$ cat config.mk
export PLATFORM = sky130hd
export DESIGN_NAME = btb_controller
export DESIGN_NICKNAME = d
export VERILOG_FILES = /design/src/btb_pkg.sv /design/src/btb_controller.sv
export SDC_FILE = /design/constraint.sdc
export NUM_CORES = 1
export LEC_CHECK = 0
export ABC_AREA = 1
export BUFFER_PORTS_ARGS = -buffer_cell sky130_fd_sc_hd__buf_2
export CAP_MARGIN = 5
export CORE_MARGIN = 3
export CORE_UTILIZATION = 30
export CTS_CLUSTER_SIZE = 28
export DETAILED_ROUTE_END_ITERATION = 12
export SLEW_MARGIN = 10
export SYNTH_ARGS = -nofsm -noshare
export SYNTH_HDL_FRONTEND = slang
export SYNTH_SLANG_ARGS = --single-unit
$ cat constraint.sdc
create_clock -name clk -period 1.4 [get_ports clk]
set_input_delay 0.28 -clock clk [delete_from_list [all_inputs] [get_ports clk]]
set_output_delay 0.28 -clock clk [all_outputs]
set_load 0.02 [all_outputs]
$ cat src/btb_pkg.sv
`default_nettype none
// ----------------------------------------------------------------------------
// btb_pkg
// Shared types and constants of the branch target buffer predictor.
// ----------------------------------------------------------------------------
package btb_pkg;

    localparam int BTB_ENTRIES = 32;
    localparam int IDX_W       = 5;
    localparam int MAX_HISTORY = 8;
    localparam int TAG_WIDTH   = 30;
    localparam int CNT_ADDR_W  = IDX_W + MAX_HISTORY;

    localparam logic [2:0] MAX_LOG2    = 3'd5;
    localparam logic [1:0] CNT_RESET   = 2'd1;

    localparam logic [2:0] CFG_ENTRIES_LOG2   = 3'd0;
    localparam logic [2:0] CFG_HISTORY_LENGTH = 3'd1;
    localparam logic [2:0] CFG_TAG_BITS       = 3'd2;
    localparam logic [2:0] CFG_INIT_COUNTER   = 3'd3;
    localparam logic [2:0] CFG_GLOBAL_HISTORY = 3'd4;
    localparam logic [2:0] CFG_GLOBAL_TABLE   = 3'd5;
    localparam logic [2:0] CFG_SHARE_MODE     = 3'd6;

    localparam logic [1:0] SHARE_LSB = 2'd1;
    localparam logic [1:0] SHARE_MID = 2'd2;

    typedef struct packed {
        logic        action;
        logic [31:0] pc;
        logic [31:0] resolved_target;
        logic        resolved_taken;
        logic [31:0] earlier_prediction;
    } in_t;

    typedef struct packed {
        logic        predict_taken;
        logic [31:0] predict_target;
        logic        flushed;
        logic [31:0] branches_seen;
        logic [31:0] flushes_seen;
    } out_t;

    typedef enum logic [2:0] {
        OP_NONE,
        OP_CLEAR,
        OP_CAPTURE,
        OP_ALLOC,
        OP_FILL,
        OP_READ,
        OP_EXEC
    } op_t;

    typedef struct packed {
        op_t                   op;
        logic [CNT_ADDR_W-1:0] walk;
    } cmd_t;

    typedef struct packed {
        logic alloc;
        logic fill;
        logic out_busy;
    } status_t;

endpackage
`default_nettype wire

$ cat src/btb_controller.sv
`default_nettype none
// ----------------------------------------------------------------------------
// btb_controller
// Sequencer: counter clearing pass, lookup, allocation row fill, counter read, execute.
// ----------------------------------------------------------------------------
module btb_controller (
    input  wire logic          clk,
    input  wire logic          rst_n,
    input  wire logic          in_valid,
    output logic               in_ready,
    input  btb_pkg::status_t   status,
    output btb_pkg::cmd_t      cmd
);
    import btb_pkg::*;

    typedef enum logic [2:0] {
        S_CLEAR,
        S_IDLE,
        S_LOOK,
        S_FILL,
        S_READ,
        S_EXEC
    } state_t;

    state_t                state_reg;
    logic [CNT_ADDR_W-1:0] walk_reg;

    assign in_ready = (state_reg == S_IDLE);
    assign cmd.walk = walk_reg;

    always_comb
    begin
        case (state_reg)
            S_CLEAR: cmd.op = OP_CLEAR;
            S_IDLE:  cmd.op = in_valid ? OP_CAPTURE : OP_NONE;
            S_LOOK:  cmd.op = status.alloc ? OP_ALLOC : OP_NONE;
            S_FILL:  cmd.op = OP_FILL;
            S_READ:  cmd.op = OP_READ;
            S_EXEC:  cmd.op = status.out_busy ? OP_NONE : OP_EXEC;
            default: cmd.op = OP_NONE;
        endcase
    end

    always_ff @(posedge clk or negedge rst_n)
    begin
        if (!rst_n)
        begin
            state_reg <= S_CLEAR;
            walk_reg  <= '0;
        end
        else
        begin
            case (state_reg)
                S_CLEAR:
                begin
                    walk_reg <= walk_reg + 1'b1;
                    if (&walk_reg)
                        state_reg <= S_IDLE;
                end
                S_IDLE:
                begin
                    if (in_valid)
                        state_reg <= S_LOOK;
                end
                S_LOOK:
                begin
                    if (status.alloc && status.fill)
                        state_reg <= S_FILL;
                    else
                        state_reg <= S_READ;
                end
                S_FILL:
                begin
                    if (&walk_reg[MAX_HISTORY-1:0])
                    begin
                        walk_reg  <= '0;
                        state_reg <= S_READ;
                    end
                    else
                        walk_reg <= walk_reg + 1'b1;
                end
                S_READ:
                begin
                    state_reg <= S_EXEC;
                end
                S_EXEC:
                begin
                    if (!status.out_busy)
                        state_reg <= S_IDLE;
                end
                default:
                begin
                    state_reg <= S_IDLE;
                end
            endcase
        end
    end

`ifndef ASSERT_OFF
    a_accept_look: assert property (@(posedge clk) disable iff (!rst_n)
        (in_valid && in_ready) |=> (state_reg == S_LOOK))
        else $error("accepted item did not start lookup");
    a_stall_hold: assert property (@(posedge clk) disable iff (!rst_n)
        (state_reg == S_EXEC && status.out_busy) |=> (state_reg == S_EXEC))
        else $error("execute left while output stalled");
    a_fill_end: assert property (@(posedge clk) disable iff (!rst_n)
        (state_reg == S_FILL && (&walk_reg[MAX_HISTORY-1:0])) |=>
        (state_reg == S_READ && walk_reg == '0))
        else $error("row fill did not end in read");
`endif

endmodule
`default_nettype wire

==> results.py <==
metrics = {
    "outcome": {
        "status": "finished, violations left",
        "violations": "setup timing",
    },
    "die": {
        "core_area_um2": 3130,
        "die_h_um": 64.1,
        "io_pins": 23,
        "die_w_um": 64.1,
        "start_util_pct": 32.3,
        "num_rows": 20,
        "design.die.area_um2": 4100,
    },
    "finish": {
        "seqCellArea_um2": 405,
        "instances_no_fill": 235,
        "final_net_count": 200,
        "fill_cells": 292,
        "largest_reg_flops": 13,
        "layout-drive-gt1-share_pct": 55.5,
        "final_util_pct": 54.3,
        "multi_input_comb_area_um2": 746,
        "diodes": 0,
        "syn_to_final_growth_pct": 67.9,
    },
    "clock_network": {
        "cts-htree-levels": 1,
        "numCtsBuffers": 3,
        "clk-insertion-delay-late_ns": 0.29,
        "clockBufferDepth": 2,
        "clk_pin_slew_worst_paths_ns": 0.10,
        "cts_sinks": 16,
        "cts-root-buf": "clkbuf_4",
        "cts_tree": "done",
    },
    "yosys": {
        "synth_nets": 147,
        "syn-cell-area_um2": 1010,
        "synth_seq_cells": 16,
        "postSynthCellCount": 139,
        "ys_types": 22,
        "synth.avg_cell_area_um2": 7.27,
        "yosys_warnings": 0,
        "ys_seq_area_share_pct": 39.6,
    },
    "power_and_ir_drop": {
        "powerDensity_nw_per_um2": 442,
        "switchingPower_mw": 0.171,
        "p_leak_nw": 0.845,
        "power.clock.fraction_pct": 35.6,
        "peakVddDrop_mv": 0.243,
        "swShare_pct": 22.8,
        "combPwrFrac_pct": 2.9,
        "seqPwrFrac_pct": 61.5,
        "p_int_mw": 0.580,
        "p_total_mw": 0.751,
    },
    "drt": {
        "drtIter0Drc": 45,
        "via_per_inst": 4.66,
        "totalWireLength_mm": 2.91,
        "num_vias": 1095,
        "drtPass1Iterations": 4,
        "wire_per_inst_um": 12.4,
        "ant_nets": 0,
        "drcViolationCount": 0,
    },
    "timing": {
        "worst_pin_slew_ns": 0.372,
        "finalCritPeriodShare_pct": 116,
        "layout_setup_ws_ns": -0.224,
        "fin_skew_ns": 0.00201,
        "clock.fmax_mhz": 616,
        "maxSlewViolCount": 0,
        "whs_ns": 0.349,
        "max-slew-margin-rel_pct": 75.2,
        "rsz0062_at_grt": "true",
        "hold_violations": 0,
        "fin_crit_ns": 1.62,
        "tns_ns": -1.21,
        "finalSetupViolCount": 14,
    },
    "global_route": {
        "antenna_found_initial": 0,
        "grt_pass1_wl_mm": 4.35,
        "grt_pass1_vias": 1002,
        "grt_use_total_pct": 13.7,
        "grt_max_degree": 17,
        "grt.overflow.total": 0,
    },
    "worst_setup_path": {
        "reg2reg_depth": 10,
        "startpoint_type": "flip-flop",
        "r2r_slack_ns": -0.12,
        "reg2reg_to": "walk_reg[9]",
        "worst_setup_path_end_kind": "primary output",
        "crit_fanout": 3,
        "worstPathArrival_ns": 1.34,
        "reg2reg_from": "state_reg[1]",
        "crit_type": "flip-flop to primary output",
        "required_ns": 1.12,
    },
    "placed_design": {
        "gp_congestion": 0.817,
        "hpwl_mm": 1.83,
        "io_buffers": 22,
        "dpl.cell_count": 212,
    },
    "job": {
        "maxCapViolations": 0,
    },
    "min_path": {
        "hold_depth": 4,
        "hp-class": "input pin to flip-flop",
        "hold_end": "state_reg[0]",
        "hp-start": "in_valid",
    },
}
power by group through the flow:
stage | clock network (mW) | registers [mW] | logic (mW)
floorplan | 0 | 0.471 | 0.00198
global placement | 0 | 0.471 | 0.0192
detailed placement | 0 | 0.471 | 0.0202
CTS | 0.278 | 0.462 | 0.0223
global route | 0.302 | 0.462 | 0.0252
finish | 0.268 | 0.462 | 0.0220
area by class of cell:
type	instances	share of cell area [%]
clock buffer	4	1.55
inverter	21	5.38
multi-input combinational	101	43.9
sequential	16	23.9
tap	44	3.24
timing repair buffer	49	22.0
cells in the mapped netlist:
library cell | count | area, um2
a21oi_1 | 3 | 15.0
buf_6 | 1 | 11.3
dfrtp_1 | 16 | 400
ha_1 | 2 | 25.0
inv_1 | 20 | 75.1
inv_2 | 1 | 3.75
nand2_1 | 37 | 139
nand2_2 | 3 | 18.8
nand2_4 | 1 | 11.3
nand3_1 | 10 | 50.1
nand3_2 | 1 | 10.0
nand3_4 | 1 | 17.5
nand4_1 | 6 | 37.5
nor2_1 | 20 | 75.1
nor2_2 | 4 | 25.0
nor2_4 | 1 | 11.3
nor3_4 | 1 | 16.3
o211ai_1 | 1 | 7.51
o21ai_0 | 5 | 25.0
o21ai_1 | 2 | 10.0
xnor2_1 | 1 | 8.76
xor2_1 | 2 | 17.5
worst max-delay path, cell delays in order, from the launching register on:
cell,delay [ns]
dfrtp_2,0.45
buf_6,0.13
nand2_4,0.05
nor2_4,0.04
a21oi_2,0.15
nand2_1,0.09
buf_6,0.13
cell usage in the layout (no fill, tap or decap), drive strengths merged:
cell type / count
buf: 48
nand2: 41
nor2: 25
inv: 21
dfrtp: 16
nand3: 12
o21ai: 7
nand4: 6
clkbuf: 4
a21oi: 3
xor2: 2
ha: 2
nor3: 1
o211ai: 1
xnor2: 1
dlygate4sd3: 1
repair_timing:
item | 4_1_cts | 5_1_grt
hold buffers | 1 | 0
buffers inserted | 9 | 9
pin swaps | 4 | 21
cloned | 0 | 0
endpoints found under the hold margin | 16 | 0
endpoints found under the setup margin | 4 | 19
gates resized for setup | 25 | 58
per-stage QoR:
stage | setup slack [ns] | instance area [um2]
final | -0.224 | 1700
after detailed placement | 0.0315 | 1240
after floorplan | 0.0143 | 1030
after CTS | -0.192 | 1420
after global routing | -0.298 | 1700
after global placement | 0.0759 | 1240
worst max-delay path by stage:
| stage | startpoint | end | slack [ns] | cells past startpoint |
|---|---|---|---|---|
| 2_1_floorplan | walk_reg[0] | walk_reg[8] | 0.01 | 6 |
| 3_3_place_gp | walk_reg[0] | walk_reg[8] | 0.08 | 6 |
| 3_5_place_dp | walk_reg[0] | walk_reg[8] | 0.03 | 6 |
| 4_1_cts | state_reg[0] | cmd[15] | -0.19 | 6 |
| 5_1_grt | state_reg[0] | cmd[15] | -0.30 | 6 |
| 6_report | state_reg[0] | cmd[15] | -0.22 | 6 |
layer usage:
metal	GRT usage [%]	vias to the layer above	share of wire [%]
met5	0	-	0
met4	8.09	0	3.4
met3	2.46	10	3.6
met2	23.5	29	54
met1	15.8	511	39
li1	-	545	-
logic make-up after synthesis:
logic type | Yosys count | synth area share (%)
xor+xnor | 3 | 2.60
fa+ha+maj | 2 | 2.47
buf+inv | 22 | 8.91
compound gates | 11 | 5.69
simple gates | 85 | 40.7
flops | 16 | 39.6
Power figures use the tool's default switching activity.
